$ cat src/hw/rtl/dep_pkg.sv
// Shared types, codes and helpers of the delta escape pixel decoder.
`default_nettype none
package dep_pkg;

  localparam int AuxDepthDefault = 4096;
  localparam int CfgIdxW         = 3;
  localparam int AuxCountW       = 13;
  localparam int UnusedW         = 12;
  localparam int QShift          = 16;

  localparam logic [7:0] EscapeCode = 8'h80;

  typedef enum logic [CfgIdxW-1:0] {
    CFG_SCALE  = 3'd0,
    CFG_OFFSET = 3'd1,
    CFG_ZERO   = 3'd2,
    CFG_FORMAT = 3'd3,
    CFG_COUNT  = 3'd4
  } cfg_reg_t;

  typedef enum logic [1:0] {
    KIND_LOAD   = 2'd0,
    KIND_START  = 2'd1,
    KIND_DIFF   = 2'd2,
    KIND_FINISH = 2'd3
  } kind_t;

  localparam logic [1:0] FMT_BYTE  = 2'd0;
  localparam logic [1:0] FMT_SHORT = 2'd1;
  localparam logic [1:0] FMT_LONG  = 2'd2;

  // running value action in the second front stage
  typedef enum logic [1:0] {
    OP_NONE   = 2'd0,
    OP_RELOAD = 2'd1,
    OP_ADD    = 2'd2
  } run_op_t;

  typedef struct packed {
    logic signed [31:0] scale;
    logic signed [31:0] offset;
    logic signed [31:0] zero_lvl;
    logic        [1:0]  fmt;
    logic               scale_on;
    logic signed [48:0] bias;      // offset - zero_lvl * 2^16
  } cfg_t;

  // per-beat control that rides along the pixel pipeline
  typedef struct packed {
    logic               vld;
    logic               err;
    logic               summary;
    logic [UnusedW-1:0] unused;
  } pipe_ctl_t;

  function automatic int cnt_width(input int depth);
    int w;
    w = $clog2(depth + 1);
    return (w > AuxCountW) ? w : AuxCountW;
  endfunction

endpackage
`default_nettype wire

$ cat src/hw/rtl/dep_scale_pipe.sv
// Pixel back end: Q16.16 scale, offset, level shift, truncate, saturate.
`default_nettype none
module dep_scale_pipe (
  input  wire logic               clk,
  input  wire logic               rst,
  input  wire logic               en,
  input  wire dep_pkg::cfg_t      cfg,
  input  wire logic signed [31:0] running_value,
  input  wire dep_pkg::pipe_ctl_t c_ctl,
  output      dep_pkg::pipe_ctl_t out_ctl,
  output      logic [31:0]        out_pixel
);
  import dep_pkg::*;

  pipe_ctl_t          d_ctl;
  pipe_ctl_t          e_ctl;
  pipe_ctl_t          f_ctl;
  logic signed [63:0] d_prod;
  logic signed [32:0] d_diff;
  logic signed [64:0] e_q;
  logic signed [32:0] e_diff;
  logic signed [48:0] quo;
  logic signed [48:0] f_v;
  logic signed [48:0] sat_lo;
  logic signed [48:0] sat_hi;
  logic signed [48:0] sat_v;

  always_ff @(posedge clk) begin
    if (rst) begin
      d_ctl   <= '0;
      e_ctl   <= '0;
      f_ctl   <= '0;
      out_ctl <= '0;
    end else if (en) begin
      d_ctl   <= c_ctl;
      e_ctl   <= d_ctl;
      f_ctl   <= e_ctl;
      out_ctl <= f_ctl;
    end
  end

  // truncate toward zero: floor shift, then bump negatives with a remainder
  always_comb begin
    quo = e_q[64:QShift];
    if (e_q[64] && (e_q[QShift-1:0] != '0)) begin
      quo = quo + 49'sd1;
    end
  end

  always_comb begin
    case (cfg.fmt)
      FMT_BYTE: begin
        sat_lo = 49'sd0;
        sat_hi = 49'sd255;
      end
      FMT_SHORT: begin
        sat_lo = -49'sd32768;
        sat_hi = 49'sd32767;
      end
      default: begin
        sat_lo = -49'sd2147483648;
        sat_hi = 49'sd2147483647;
      end
    endcase
    if (f_v < sat_lo) begin
      sat_v = sat_lo;
    end else if (f_v > sat_hi) begin
      sat_v = sat_hi;
    end else begin
      sat_v = f_v;
    end
  end

  always_ff @(posedge clk) begin
    if (en) begin
      d_prod    <= running_value * cfg.scale;
      d_diff    <= {running_value[31], running_value} - {cfg.zero_lvl[31], cfg.zero_lvl};
      e_q       <= {d_prod[63], d_prod} + {{16{cfg.bias[48]}}, cfg.bias};
      e_diff    <= d_diff;
      f_v       <= cfg.scale_on ? quo : {{16{e_diff[32]}}, e_diff};
      out_pixel <= f_ctl.summary ? 32'd0 : sat_v[31:0];
    end
  end

endmodule
`default_nettype wire
$ cat config.mk
export PLATFORM = sky130hd
export DESIGN_NAME = dep_scale_pipe
export DESIGN_NICKNAME = d
export VERILOG_FILES = /design/src/hw/rtl/dep_pkg.sv /design/src/hw/rtl/dep_scale_pipe.sv
export SDC_FILE = /design/constraint.sdc
export NUM_CORES = 2
export LEC_CHECK = 0
export ABC_AREA = 1
export ABC_CLOCK_PERIOD_IN_PS = 18500
export BUFFER_PORTS_ARGS = -buffer_cell sky130_fd_sc_hd__buf_2
export CORE_MARGIN = 8
export CORE_UTILIZATION = 25
export CTS_BUF_LIST = sky130_fd_sc_hd__clkbuf_4
export CTS_CLUSTER_DIAMETER = 80
export DETAILED_ROUTE_END_ITERATION = 10
export GPL_TIMING_DRIVEN = 0
export SLEW_MARGIN = 40
export SYNTH_ARGS = -nofsm -noshare
export SYNTH_HDL_FRONTEND = slang
export SYNTH_SLANG_ARGS = --single-unit
$ cat constraint.sdc
create_clock -name clk -period 18.5 [get_ports clk]
set_input_delay 1.85 -clock clk [delete_from_list [all_inputs] [get_ports clk]]
set_output_delay 1.85 -clock clk [all_outputs]
set_load 0.1 [all_outputs]
==> metrics.csv <==
stage,metric,value,unit
run_status,status,"complete, no violations",
die,die_w,502.7,um
logic_synthesis,synth_top_area_cell,fa_1,
global_routing,grt_max_degree,79,
logic_synthesis,yosys.area_share.simple,0.1906,
global_routing,grt_pass1_vias,51860,
placed_design,place_congestion,1.014,
logic_synthesis,netlist_top_cells_area,"fa_1 37%, edfxtp_1 14%, nand2_1 13%",
logic_synthesis,synthMuxAreaShare,0,
logic_synthesis,synth_fa_ha_area_frac,0.4377,
layout,nNetsFinal,9386,
layout,final_util,0.2788,
logic_synthesis,synth_top_area_frac,0.3665,
global_routing,grt_usage,0.1868,
worst_setup_path,crit_type,primary input to flip-flop,
layout,final_cell_mix,"2056 x nand2_1, 1864 x inv_1, 1083 x fa_1, 486 x nor2_1, 337 x ha_1",
clock_network,clock_tree.root_cell,clkbuf_4,
worst_setup_path,cp_max_fo,11,
timing,drv_slew,0,
drt,first_pass_iters,6,
global_routing,grt_first_pass_wirelength,346.0,mm
die,placementRows,178,
placed_design,io_buffers,210,
logic_synthesis,synth.net_count,9077,
logic_synthesis,synth_top_family_by_area,adder cells,
drt,post_drt_wl_per_cell,21.87,um
clock_network,cts-resized-gates,0,
timing,relSlewSlack,0.3248,
logic_synthesis,synth_ff_type,edfxtp_1,
die,dieArea,0.2527,mm^2
placed_design,placed_cell_area,0.06449,mm^2
logic_synthesis,yosysWarnings,0,
timing,finalClockSkew,0.05930,ns
global_routing,grt.overflow.total,0,
drt,routed_wl,240.5,mm
logic_synthesis,synth-async-reset-ratio,0,
worst_setup_path,cp_common_cell,fa_1,
clock_network,cts_sinks,336,
layout,fill_cells,26020,
timing,setup_viol,0,
die,core,0.2354,mm^2
drt,vias,50770,
clock_network,htreeDepth,3,
layout,multi_input_comb_area,0.04177,mm^2
placed_design,hpwlAfterDp,204.3,mm
worst_setup_path,end_kind,flip-flop,
worst_setup_path,worst_ep_arrival_time,10.61,ns
logic_synthesis,synth_compound_area_frac,0.05266,
timing,period_needed,10.09,ns
layout,drive_gt1_frac,0.06468,
timing,rsz0062_at_grt,false,
clock_network,cts_buffers,90,
clock_network,post_cts_buffers,0,
logic_synthesis,netlist_area,0.05921,mm^2
clock_network,holdBufCountCts,0,
logic_synthesis,yosysSeqAreaShare,0.1603,
drt,postRouteAntennaNets,0,
layout,final_common_cell,nand2_1,
global_routing,antenna_found_initial,53,
logic_synthesis,syn_inst,7458,
timing,hold_viol_final,0,
drt,drc,0,
clock_network,clk_pin_slew,0.06,ns
die,die_h,502.7,um
layout,ff_latch_area,0.009489,mm^2
run,maxCapViolations,0,
timing,fin_crit_sh,0.5455,
logic_synthesis,yosys.cell_types.count,49,
drt,routed_via_density,4.616,
hold_path,hold_class,flip-flop to flip-flop,
logic_synthesis,synth_edf_count,276,
worst_setup_path,crit_required,19.02,ns
drt,drtIter0Drc,4964,
worst_setup_path,slowest_stage,fa_1,
die,ios,245,
layout,area_delta_synth_final,10.84,%
timing,setup_tns,0,ns
logic_synthesis,synth_xor_area_frac,0.02441,
clock_network,cts_tree,built,
timing,fmax,99.09,MHz
logic_synthesis,synth-seq-cells,336,
logic_synthesis,syn-mean-instance-area,7.939,um^2
die,start_util,0.2515,
worst_setup_path,cp-start-kind,primary input,
clock_network,insertion_delay,0.83,ns
timing,worst_pin_slew,1.013,ns
clock_network,clockBufferDepth,3,
layout,stdcell_area,0.06563,mm^2
worst_setup_path,critPathMaxStageDelay,1.05,ns
[registers in the layout, indices dropped and copies added, names as in the netlist]
name and count:
f_v 49, e_q 65, f_ctl 15, e_diff 33, d_prod 64, e_ctl 15, d_ctl 15, out_pixel 32
out_ctl 15, d_diff 33
[through the flow]
step / worst slack [ns] / hold WS (ns) / std cells
finish: 8.408 / 0.3969 / 11000
global route: 8.044 / 0.4096 / 10990
CTS: 8.579 / 0.3862 / 10970
detailed placement: 7.686 / 0.4045 / 10820
global placement: 7.109 / 0.4008 / 10820
floorplan: 9.676 / 0.4003 / 7458
[critical path: cells and delay by family]
family | cells | cell delay, ns
adders and majority gates | 9 | 5.63
buffers and inverters | 8 | 1.95
and+or+nand+nor | 8 | 1.00
AOI/OAI and AO/OA | 1 | 0.12
[path summary, 6_finish.rpt]
| path | slack [ns] | end | startpoint | cells past startpoint |
|---|---|---|---|---|
| max reg2reg | 15.82 | f_v[48] | e_q[16] | 8 |
| min | 0.40 | e_diff[29] | d_diff[29] | 0 |
| max | 8.41 | d_prod[63] | running_value[31] | 26 |
| min reg2reg | 0.40 | e_diff[29] | d_diff[29] | 0 |
[per-layer routing]
layer,wire length [um],part of all wire,track usage
met5,221,0.00092,0
met3,24710,0.10,0.04922
met4,15420,0.064,0.1004
met2,106300,0.44,0.2972
met1,93880,0.39,0.2319
[Yosys cell counts (9+ instances only)]
| library cell | n |
|---|---|
| xor2_1 | 133 |
| nand3_1 | 166 |
| a21o_1 | 20 |
| nor2_1 | 487 |
| edfxtp_1 | 276 |
| nand2_1 | 2056 |
| dfxtp_1 | 60 |
| a31oi_1 | 46 |
| nand4_1 | 42 |
| o21ai_0 | 168 |
| o21bai_1 | 19 |
| clkbuf_1 | 223 |
| xnor2_1 | 32 |
| a21oi_1 | 300 |
| nor4_1 | 13 |
| a21boi_0 | 9 |
| ha_1 | 337 |
| fa_1 | 1084 |
| inv_1 | 1864 |
| or2_2 | 9 |
| nor3_1 | 48 |
[cells by family after synthesis]
group / count (synthesis)
XOR/XNOR: 165
adder cells (fa/ha/maj): 1421
buffers and inverters: 2105
AO/OA/AOI/OAI: 579
AND/OR/NAND/NOR: 2852
flip-flops: 336
[layout make-up]
type,count,share of cell area
clock inverter,35,0.003184
antenna,25,0.0009533
timing repair buffer,217,0.01819
clock buffer,113,0.01293
sequential,336,0.1446
tap,3150,0.06006
buffer,239,0.01682
inverter,1866,0.1067
multi-input combinational,5017,0.6365
Power is left out: the tool's default activity adds up to more than one toggle a clock period on the data nets, which glitch-free logic cannot reach.
