File: config.mk
export PLATFORM = sky130hd
export DESIGN_NAME = dep_cfg_regs
export DESIGN_NICKNAME = d
export VERILOG_FILES = /design/src/hw/rtl/dep_pkg.sv /design/src/hw/rtl/dep_cfg_regs.sv
export SDC_FILE = /design/constraint.sdc
export NUM_CORES = 1
export LEC_CHECK = 0
export ABC_AREA = 1
export BUFFER_PORTS_ARGS = -buffer_cell sky130_fd_sc_hd__buf_2
export CAP_MARGIN = 10
export CORE_UTILIZATION = 43
export CTS_BUF_LIST = sky130_fd_sc_hd__clkbuf_4 sky130_fd_sc_hd__clkbuf_8 sky130_fd_sc_hd__clkbuf_16
export CTS_CLUSTER_SIZE = 14
export DETAILED_ROUTE_END_ITERATION = 8
export PLACE_DENSITY = 0.68
export SLEW_MARGIN = 0
export SYNTH_ARGS = -nofsm -noshare
export SYNTH_HDL_FRONTEND = slang
export SYNTH_SLANG_ARGS = --single-unit
File: constraint.sdc
create_clock -name clk -period 1.6 [get_ports clk]
set_input_delay 0.24 -clock clk [delete_from_list [all_inputs] [get_ports clk]]
set_output_delay 0.24 -clock clk [all_outputs]
set_load 0.005 [all_outputs]
File: src/hw/rtl/dep_pkg.sv
// Shared types, codes and helpers of the delta escape pixel decoder.
`default_nettype none
package dep_pkg;

  localparam int AuxDepthDefault = 4096;
  localparam int CfgIdxW         = 3;
  localparam int AuxCountW       = 13;
  localparam int UnusedW         = 12;
  localparam int QShift          = 16;

  localparam logic [7:0] EscapeCode = 8'h80;

  typedef enum logic [CfgIdxW-1:0] {
    CFG_SCALE  = 3'd0,
    CFG_OFFSET = 3'd1,
    CFG_ZERO   = 3'd2,
    CFG_FORMAT = 3'd3,
    CFG_COUNT  = 3'd4
  } cfg_reg_t;

  typedef enum logic [1:0] {
    KIND_LOAD   = 2'd0,
    KIND_START  = 2'd1,
    KIND_DIFF   = 2'd2,
    KIND_FINISH = 2'd3
  } kind_t;

  localparam logic [1:0] FMT_BYTE  = 2'd0;
  localparam logic [1:0] FMT_SHORT = 2'd1;
  localparam logic [1:0] FMT_LONG  = 2'd2;

  // running value action in the second front stage
  typedef enum logic [1:0] {
    OP_NONE   = 2'd0,
    OP_RELOAD = 2'd1,
    OP_ADD    = 2'd2
  } run_op_t;

  typedef struct packed {
    logic signed [31:0] scale;
    logic signed [31:0] offset;
    logic signed [31:0] zero_lvl;
    logic        [1:0]  fmt;
    logic               scale_on;
    logic signed [48:0] bias;      // offset - zero_lvl * 2^16
  } cfg_t;

  // per-beat control that rides along the pixel pipeline
  typedef struct packed {
    logic               vld;
    logic               err;
    logic               summary;
    logic [UnusedW-1:0] unused;
  } pipe_ctl_t;

  function automatic int cnt_width(input int depth);
    int w;
    w = $clog2(depth + 1);
    return (w > AuxCountW) ? w : AuxCountW;
  endfunction

endpackage
`default_nettype wire

File: src/hw/rtl/dep_cfg_regs.sv
// Configuration register file with derived scaling terms and clamped word count.
`default_nettype none
module dep_cfg_regs #(
  parameter int AUX_DEPTH = dep_pkg::AuxDepthDefault,
  localparam int CW = dep_pkg::cnt_width(AUX_DEPTH)
) (
  input  wire logic                        clk,
  input  wire logic                        rst,
  input  wire logic                        cfg_valid,
  output      logic                        cfg_ready,
  input  wire logic [dep_pkg::CfgIdxW-1:0] cfg_index,
  input  wire logic [31:0]                 cfg_data,
  output      dep_pkg::cfg_t               cfg,
  output      logic [CW-1:0]               eff_count
);
  import dep_pkg::*;

  localparam int EffReset = (AUX_DEPTH < 4096) ? AUX_DEPTH : 4096;

  logic signed [31:0] scale;
  logic signed [31:0] offset;
  logic signed [31:0] zero_lvl;
  logic [1:0]         fmt;
  logic signed [48:0] bias;
  logic [CW-1:0]      eff_next;
  logic [31:0]        cnt32;

  assign cfg_ready = 1'b1;

  // clamp count into 1..AUX_DEPTH at write time
  always_comb begin
    cnt32 = {{(32-AuxCountW){1'b0}}, cfg_data[AuxCountW-1:0]};
    if (cnt32 == 32'd0) begin
      eff_next = CW'(1);
    end else if (cnt32 > 32'(AUX_DEPTH)) begin
      eff_next = CW'(AUX_DEPTH);
    end else begin
      eff_next = CW'(cnt32);
    end
  end

  always_ff @(posedge clk) begin
    if (rst) begin
      scale     <= 32'sd65536;
      offset    <= '0;
      zero_lvl  <= '0;
      fmt       <= FMT_SHORT;
      eff_count <= CW'(EffReset);
    end else if (cfg_valid) begin
      unique case (cfg_reg_t'(cfg_index))
        CFG_SCALE:  scale     <= cfg_data;
        CFG_OFFSET: offset    <= cfg_data;
        CFG_ZERO:   zero_lvl  <= cfg_data;
        CFG_FORMAT: fmt       <= cfg_data[1:0];
        CFG_COUNT:  eff_count <= eff_next;
        default:    ;
      endcase
    end
  end

  // bias is registered; it is first used in the bias add of the back end
  always_ff @(posedge clk) begin
    bias <= {{17{offset[31]}}, offset} - {zero_lvl[31], zero_lvl, {QShift{1'b0}}};
  end

  always_comb begin
    cfg.scale    = scale;
    cfg.offset   = offset;
    cfg.zero_lvl = zero_lvl;
    cfg.fmt      = fmt;
    cfg.scale_on = (scale != 32'sd0) && (scale != 32'sd65536);
    cfg.bias     = bias;
  end

endmodule
`default_nettype wire

==> run_results.csv, run 1 <==
group,metric,value,unit
outcome,outcome,"finished, violations left",
outcome,violations,"setup timing",
place,placed_cells,1597,
power_and_ir_drop,peakVddDrop,0.000737,V
synth,synthArstFlopShare,0,%
synth,synth_mux_area_share,0,%
timing,slew_violations,0,
synth,synth_flop_cell,"dfxtp_1",
cells_and_area,diodes,0,
synth,ys_seq_elements,160,
synth,synth_top_family_by_area,"simple AND/OR/NAND/NOR gates",
timing,tightest_slew,568,ps
routing,avgRoutedWirePerCell,16.5,um
power_and_ir_drop,p_leak,0.00597,uW
grt,grt_first_pass_wirelength,37700,um
cells_and_area,finalNonFillerCells,1650,
routing,wl_met1,11200,um
grt,overflow,0,
power_and_ir_drop,internal_power,7970,uW
synth,synth_enable_flop_cells,0,
place,globalplace.congestion,0.925,
min_path,hp-class,"in -> reg",
power_and_ir_drop,p_per_area,1020,mW/mm^2
worst_setup_path,crit_path_end_kind,"register",
power_and_ir_drop,swShare,32.1,%
synth,syn_inst,1089,
cells_and_area,fillers,1285,
floorplan,core_area,0.0167,mm^2
power_and_ir_drop,combPwrFrac,29.3,%
clock_tree,root_buffer,"clkbuf_16",
floorplan,rows,47,
synth,ys_warn_count,0,
routing,drc,0,
routing,wl,27300,um
clock_tree,clk_path_buf_depth,2,
cells_and_area,final_common_cell,"buf_2",
power_and_ir_drop,clkPwrFrac,32.3,%
synth,synth.net_count,1160,
grt,antenna_found_initial,0,
power_and_ir_drop,p_sw,3780,uW
synth,yosys.cell_types.count,34,
synth,synth.avg_cell_area,6.82,um^2
synth,synth_area,0.00742,mm^2
clock_tree,h-tree-depth,4,
synth,synthSimpleGateAreaFrac,27.1,%
job,drv_cap,0,
grt,grt_usage,27.4,%
floorplan,dieWidth,133,um
floorplan,dieHeight,133,um
clock_tree,cts_tree,"built",
timing,maxSlewHeadroom,62.1,%
grt,grt_pass1_vias,7389,
timing,setup_viol,20,
routing,dr_wl_met3,2030,um
routing,top_layer,"met4",
grt,grt_max_degree,62,
synth,synth_xor_xnor_area_share,1.77,%
worst_setup_path,cp_max_fo,7,
cells_and_area,final_nets,1489,
timing,hold_violations,0,
synth,yosys.area_share.adder,5.66,%
worst_setup_path,required,1920,ps
cells_and_area,final_cell_mix,"buf_2, nand2_1, nor2_1",
power_and_ir_drop,seqPwrFrac,38.5,%
clock_tree,cts_made_buffers,17,
place,dp_hpwl,17200,um
clock_tree,worst_skew_pair.late_latency,430,ps
timing,rsz0062_at_grt,"true",
clock_tree,cts.sinks,160,
timing,fmax,0.542,GHz
routing,vias_per_cell,5.11,
timing,fin_ws,-245,ps
routing,vias,8430,
synth,ys_seq_area_share,43.1,%
routing,wl_met2,13000,um
worst_setup_path,setup.worst_path.start_class,"register",
routing,drt-pass1-iter-count,5,
routing,drt_iter0_drc,675,
place,port_buffers,198,
timing,period_minus_slack,1850,ps
clock_tree,clk_pin_slew,70,ps
routing,postRouteAntennaNets,0,
cells_and_area,syn_to_final_growth,55.7,%
floorplan,start_util,44.5,%
floorplan,ios,200,
synth,synth_compound_area_share,11.8,%
cells_and_area,layout-drive-gt1-share,46.2,%
timing,period_share,115,%
worst_setup_path,arrival,2170,ps
floorplan,dieArea,0.0178,mm^2
place,post-place-ws,-143,ps
worst_setup_path,crit_type,"reg -> reg",
timing,skew,7.85,ps
[cell type report]
cell class	instances	area [um^2]	area share [%]
timing repair buffer	343	2160	18.7
clock inverter	8	57.6	0.498
sequential	160	3250	28.1
tap	220	275	2.38
multi-input combinational	728	4700	40.7
clock buffer	23	483	4.18
inverter	168	631	5.46
[registers in the layout, indices dropped and copies added (netlist names)]
register / cells
bias: 49
scale: 32
zero_lvl: 32
fmt: 2
offset: 32
eff_count: 13
[worst max-delay path: stages, from the launching register on]
cell	delay [ps]
dfxtp_4	370
buf_12	160
ha_4	280
nand2_4	100
inv_1	60
nand2_1	80
nand2_1	100
nand2_1	80
nand2_1	90
a21oi_2	190
nand2_1	90
nand2_1	70
nand2_1	60
[routing by layer]
metal / vias to the layer above / GRT usage (%)
li1: 4017 / -
met1: 3879 / 36.0
met2: 436 / 44.4
met3: 98 / 5.52
met4: 0 / 10.4
met5: - / 0
[metrics by stage]
stage / power, uW / setup TNS, ps / area, um^2 / hold WS (ps) / utilization (%)
5_1_grt: 12300 / -3750 / 11600 / 91.3 / 69.2
3_5_place_dp: 7020 / -2150 / 9560 / 358 / 57.3
6_report: 11800 / -2180 / 11600 / 79.2 / 69.2
3_3_place_gp: 6990 / -1560 / 9560 / 355 / 57.3
4_1_cts: 11000 / -785 / 10800 / 69.2 / 64.8
2_1_floorplan: 5940 / -94.5 / 7460 / 309 / -
[power by group through the flow]
| stage | sequential [uW] | combinational [uW] | clock, uW |
|---|---|---|---|
| final | 4520 | 3440 | 3790 |
| after global routing | 4560 | 3720 | 4000 |
| after CTS | 4510 | 2740 | 3790 |
| after detailed placement | 4590 | 2430 | 0 |
| after global placement | 4590 | 2400 | 0 |
| after floorplan | 4640 | 1290 | 0 |
[logic make-up after synthesis]
group,Yosys count
other,1
xor gates and xnor gates,15
DFF,160
and+or+nand+nor,509
AOI/OAI and AO/OA,170
adders and majority gates,33
buffers and inverters,201
[final timing paths]
check               startpoint   endpoint  slack, ps  cells after the start
setup reg to reg    offset[31]   bias[44]       -250                     12
setup / recovery    offset[31]   bias[44]       -250                     12
hold reg to reg      offset[1]    bias[1]        370                      0
hold / removal    cfg_data[25]  scale[25]         80                      3
[cell usage after synthesis, types with 2 or more instances]
cell      instances  area [um^2]
buf_2             3         15.0
xnor2_1           2         17.5
nor4_1            7         43.8
nand3_1          25          125
inv_2             4         15.0
clkbuf_1         27          101
xor2_1           13          114
a21oi_1          67          335
and2_1            2         12.5
inv_1           164          616
nor2_2            2         12.5
nor3_1            3         15.0
or2_2             2         12.5
o21ai_0          92          460
o21ai_1           4         20.0
nand2_1         288         1080
a21oi_2           2         17.5
ha_1             32          400
nor2_1          170          638
o21bai_1          2         15.0
nand4_1           6         37.5
dfxtp_1         160         3200
[timing repair]
item	4_1_cts	5_1_grt
hold buffers	0	0
pin swaps	38	89
endpoints found under the setup margin	25	27
buffers inserted	9	13
gates resized for setup	122	210
cloned	0	0
Power figures use the tool's default switching activity.
==> run 2, diff against run 1 <==
--- a/config.mk
+++ b/config.mk
@@ -12,7 +12,7 @@
 export CTS_BUF_LIST = sky130_fd_sc_hd__clkbuf_4 sky130_fd_sc_hd__clkbuf_8 sky130_fd_sc_hd__clkbuf_16
 export CTS_CLUSTER_SIZE = 14
 export DETAILED_ROUTE_END_ITERATION = 8
-export PLACE_DENSITY = 0.68
+export PLACE_DENSITY = 0.7
 export SLEW_MARGIN = 0
 export SYNTH_ARGS = -nofsm -noshare
 export SYNTH_HDL_FRONTEND = slang
==> run_results.csv, run 2 (synthesis gave the netlist of run 1 again) <==
group,metric,value,unit
outcome,outcome,"finished, violations left",
cells_and_area,largest_reg_flops,49,
worst_setup_path,required,1970,ps
floorplan,rows,47,
clock_tree,cts-hold-fix-buffers,0,
routing,vias,8354,
timing,fin_ws,-262,ps
cells_and_area,syn_to_final_growth,53.7,%
clock_tree,h-tree-depth,4,
place,port_buffers,198,
timing,rsz0062_at_grt,"true",
cells_and_area,finalNonFillerCells,1639,
cells_and_area,final_cell_mix,"nand2_1, buf_2, nor2_1",
clock_tree,cts.sinks,160,
outcome,violations,"setup timing",
timing,tightest_slew,584,ps
worst_setup_path,arrival,2240,ps
worst_setup_path,max_stage_delay,420,ps
timing,skew,7.40,ps
clock_tree,cts_made_buffers,17,
routing,wl,26800,um
timing,fmax,0.537,GHz
timing,maxSlewHeadroom,61.0,%
floorplan,dieWidth,133,um
cells_and_area,final_nets,1477,
clock_tree,root_buffer,"clkbuf_16",
grt,grt_first_pass_wirelength,38200,um
routing,postRouteAntennaNets,0,
floorplan,dieArea,0.0178,mm^2
cells_and_area,layout-drive-gt1-share,43.3,%
clock_tree,clk_pin_slew,60,ps
worst_setup_path,crit_top_cell,"nand2_2",
power_and_ir_drop,p_per_area,1050,mW/mm^2
cells_and_area,regMostFlops,"bias",
routing,drc,0,
worst_setup_path,cp_max_fo,3,
clock_tree,worst_skew_pair.late_latency,430,ps
place,placed_cells,1587,
routing,drt-pass1-iter-count,6,
worst_setup_path,crit_chain,"inv_2 > ha_4 > fa_2 > inv_4 > nand2_2 > nand2_2 > nand3_2 > nand2_4 > nand2_2 > nand2_4 > nand2_2 > nand2_1 > nand2_1 > nand2_1",
power_and_ir_drop,peakVddDrop,0.000791,V
min_path,hp-class,"in -> reg",
grt,overflow,0,
clock_tree,cts_tree,"built",
job,drv_cap,0,
cells_and_area,final_common_cell,"nand2_1",
power_and_ir_drop,combPwrFrac,27.8,%
worst_setup_path,crit_family,"simple AND/OR/NAND/NOR gates",
timing,period_minus_slack,1860,ps
routing,vias_per_cell,5.10,
place,post-place-ws,-139,ps
power_and_ir_drop,internal_power,8230,uW
cells_and_area,diodes,0,
timing,hold_violations,0,
routing,drt_iter0_drc,706,
grt,grt_usage,27.8,%
routing,avgRoutedWirePerCell,16.3,um
place,globalplace.congestion,0.951,
floorplan,dieHeight,133,um
worst_setup_path,cp_slowest_cell,"fa_2",
power_and_ir_drop,p_leak,0.00593,uW
grt,grt_max_degree,100,
floorplan,start_util,44.5,%
cells_and_area,fillers,1267,
worst_setup_path,setup.worst_path.start_class,"register",
timing,period_share,116,%
power_and_ir_drop,p_sw,3760,uW
timing,slew_violations,0,
floorplan,ios,200,
grt,grt_pass1_vias,7441,
power_and_ir_drop,swShare,31.4,%
worst_setup_path,crit_path_end_kind,"register",
power_and_ir_drop,clkPwrFrac,34.5,%
worst_setup_path,worst-path-buf-inv,2,
place,dp_hpwl,16900,um
grt,antenna_found_initial,0,
floorplan,core_area,0.0167,mm^2
clock_tree,clk_path_buf_depth,2,
timing,setup_viol,19,
worst_setup_path,crit_type,"reg -> reg",
power_and_ir_drop,seqPwrFrac,37.7,%
-- run 2: layer usage --
layer	GRT usage [%]	routed length [um]	vias to the layer above
met3	5.94	2000	86
met1	35.5	11000	3873
met5	0	0	-
met2	45.6	12700	406
li1	-	-	3989
met4	11.1	1040	0
-- run 2: timing repair --
action,CTS,global route
gates resized for setup,119,180
endpoints found under the setup margin,26,26
pin swaps,29,74
setup buffers,11,11
-- run 2: worst paths after layout --
path / startpoint / end / slack (ps) / depth (start not counted)
worst max-delay path: offset[16] / bias[48] / -260 / 14
worst max register to register: offset[16] / bias[48] / -260 / 14
worst min register to register: offset[7] / bias[7] / 370 / 0
worst min-delay path: cfg_data[15] / scale[15] / 70 / 3
-- run 2: metrics by stage --
step / TNS, ps / power [uW] / util (%) / instance area, um^2 / hold WS, ps
after floorplan: -94.5 / 5940 / - / 7460 / 309
after global placement: -1690 / 6970 / 56.7 / 9460 / 359
after detailed placement: -2070 / 7010 / 56.7 / 9460 / 360
after CTS: -1170 / 11400 / 64.6 / 10800 / 63.7
after global routing: -4150 / 12500 / 68.3 / 11400 / 86.5
final: -2930 / 12000 / 68.3 / 11400 / 70.0
-- run 2: area by class of cell --
class,count,area (um^2),area share [%]
Timing Repair Buffer,331,2070,18.1
Clock buffer,21,468,4.10
Sequential cell,160,3240,28.4
Tap cell,220,275,2.41
Inverter,168,636,5.57
Multi-Input combinational cell,728,4590,40.2
Clock inverter,11,129,1.13
-- run 2: power groups by stage --
| stage | clock network (uW) | logic [uW] | registers (uW) |
|---|---|---|---|
| floorplan | 0 | 1290 | 4640 |
| detailed placement | 0 | 2410 | 4590 |
| finish | 4140 | 3340 | 4520 |
| CTS | 4160 | 2760 | 4510 |
| global route | 4340 | 3600 | 4550 |
| global placement | 0 | 2380 | 4590 |
-- run 2: tightest hold or removal path, delay by kind of cell --
family | cells | cell delay (ps)
and+or+nand+nor | 2 | 120
buffers and inverters | 1 | 100
==> run 3, diff against run 2 <==
--- a/config.mk
+++ b/config.mk
@@ -7,11 +7,11 @@
 export LEC_CHECK = 0
 export ABC_AREA = 1
 export BUFFER_PORTS_ARGS = -buffer_cell sky130_fd_sc_hd__buf_2
-export CAP_MARGIN = 10
 export CORE_UTILIZATION = 43
 export CTS_BUF_LIST = sky130_fd_sc_hd__clkbuf_4 sky130_fd_sc_hd__clkbuf_8 sky130_fd_sc_hd__clkbuf_16
 export CTS_CLUSTER_SIZE = 14
 export DETAILED_ROUTE_END_ITERATION = 8
+export MAX_ROUTING_LAYER = met4
 export PLACE_DENSITY = 0.7
 export SLEW_MARGIN = 0
 export SYNTH_ARGS = -nofsm -noshare
==> run_results.csv, run 3 (synthesis gave the netlist of run 1 again) <==
group,metric,value,unit
worst_setup_path,ff2ff_path_depth,14,
routing,vias,8433,
routing,drc,0,
power_and_ir_drop,fin_total_pwr,12000,uW
min_path,hp-class,"in -> reg",
grt,grt_max_degree,100,
routing,avgRoutedWirePerCell,16.7,um
clock_tree,cts-hold-fix-buffers,0,
worst_setup_path,max_stage_delay,360,ps
place,globalplace.congestion,0.971,
clock_tree,clk_pin_slew,60,ps
grt,grt_first_pass_wirelength,37600,um
floorplan,core_area,0.0167,mm^2
timing,setup_viol,21,
clock_tree,root_buffer,"clkbuf_16",
timing,fin_ws,-284,ps
routing,postRouteAntennaNets,0,
cells_and_area,finalNonFillerCells,1637,
clock_tree,cts_tree,"built",
power_and_ir_drop,peakVddDrop,0.000827,V
timing,hold_violations,0,
clock_tree,h-tree-depth,4,
cells_and_area,final_common_cell,"buf_2",
clock_tree,cts_made_buffers,17,
grt,grt_pass1_vias,7348,
timing,fmax,0.531,GHz
place,port_buffers,198,
grt,antenna_found_initial,0,
routing,drt_iter0_drc,658,
floorplan,ios,200,
place,placed_cells,1585,
cells_and_area,final_cell_mix,"buf_2, nand2_1, nor2_1",
power_and_ir_drop,p_leak,0.00595,uW
cells_and_area,final_nets,1477,
cells_and_area,layout-drive-gt1-share,46.6,%
outcome,outcome,"finished, violations left",
place,dp_hpwl,16800,um
worst_setup_path,crit_path_end_kind,"register",
worst_setup_path,crit_top_cell,"nand2_4",
cells_and_area,regMostFlops,"bias",
floorplan,dieHeight,133,um
cells_and_area,diodes,0,
worst_setup_path,crit_type,"reg -> reg",
clock_tree,clk_path_buf_depth,2,
routing,wl,27300,um
floorplan,start_util,44.5,%
worst_setup_path,arrival,2260,ps
worst_setup_path,cp_max_fo,3,
min_path,min_path_cells,3,
clock_tree,worst_skew_pair.late_latency,430,ps
cells_and_area,largest_reg_flops,49,
grt,overflow,0,
worst_setup_path,required,1970,ps
job,drv_cap,0,
worst_setup_path,setup.worst_path.start_class,"register",
worst_setup_path,cp_slowest_cell,"fa_2",
timing,fin_setup_tns,-2610,ps
timing,skew,7.26,ps
timing,tightest_slew,593,ps
clock_tree,cts.sinks,160,
worst_setup_path,crit_chain,"inv_2 > ha_4 > fa_2 > inv_2 > nand2_2 > nand2_2 > nand3_2 > nand2_4 > nand2_4 > nand2_4 > nand2_4 > nand2_2 > nand2_1 > nand2_1",
timing,slew_violations,0,
cells_and_area,post-route-util,69.1,%
timing,period_share,118,%
grt,grt_usage,28.2,%
power_and_ir_drop,p_per_area,1040,mW/mm^2
cells_and_area,syn_to_final_growth,55.5,%
floorplan,dieWidth,133,um
routing,vias_per_cell,5.15,
floorplan,rows,47,
floorplan,dieArea,0.0178,mm^2
timing,rsz0062_at_grt,"true",
timing,maxSlewHeadroom,60.4,%
routing,drt-pass1-iter-count,7,
timing,period_minus_slack,1880,ps
outcome,violations,"setup timing",
[run 3: through the flow]
step,hold WS (ps),setup WS (ps),instance area [um^2]
2_1_floorplan,309,-24.6,7460
3_3_place_gp,359,-135,9460
3_5_place_dp,359,-176,9460
4_1_cts,69.3,-211,10800
5_1_grt,93.0,-323,11500
6_report,71.0,-284,11500
[run 3: repair_timing]
item                                    in CTS  in global routing
endpoints found under the setup margin      26                 27
pin swaps                                   36                 93
buffers inserted                            12                 12
resized for setup                          125                230
[run 3: power breakdown]
part           leakage, uW  internal, uW  total (uW)  switching (uW)
registers          0.00132          4380        4520             145
clock network     0.000281          2360        3990            1640
logic              0.00435          1490        3480            1990
[run 3: final timing paths]
check,startpoint,endpoint,slack (ps)
setup / recovery,offset[16],bias[44],-280
hold / removal,cfg_data[15],scale[15],70
setup reg to reg,offset[16],bias[44],-280
hold reg to reg,offset[0],bias[0],370
[run 3: final cells by class]
| class | instances | area [um^2] |
|---|---|---|
| Clock inverter | 7 | 76.3 |
| Timing Repair Buffer | 331 | 2080 |
| Multi-Input combinational cell | 728 | 4740 |
| Sequential cell | 160 | 3240 |
| Fill cell | 1277 | 5150 |
| Tap cell | 220 | 275 |
| Clock buffer | 23 | 500 |
| Inverter | 168 | 633 |
[run 3: worst max-delay path, delay by kind of cell (launching register included)]
| family | cells | cell delay (ps) |
|---|---|---|
| and+or+nand+nor | 10 | 820 |
| adders and majority gates | 2 | 520 |
| DFF | 1 | 330 |
| buffers and inverters | 2 | 150 |
[run 3: metal layers]
metal  global-route usage (%)  part of all wire [%]
met5                        -                     0
met4                     10.2                   3.9
met3                     6.47                   8.1
met2                     44.2                    48
met1                     35.4                    40
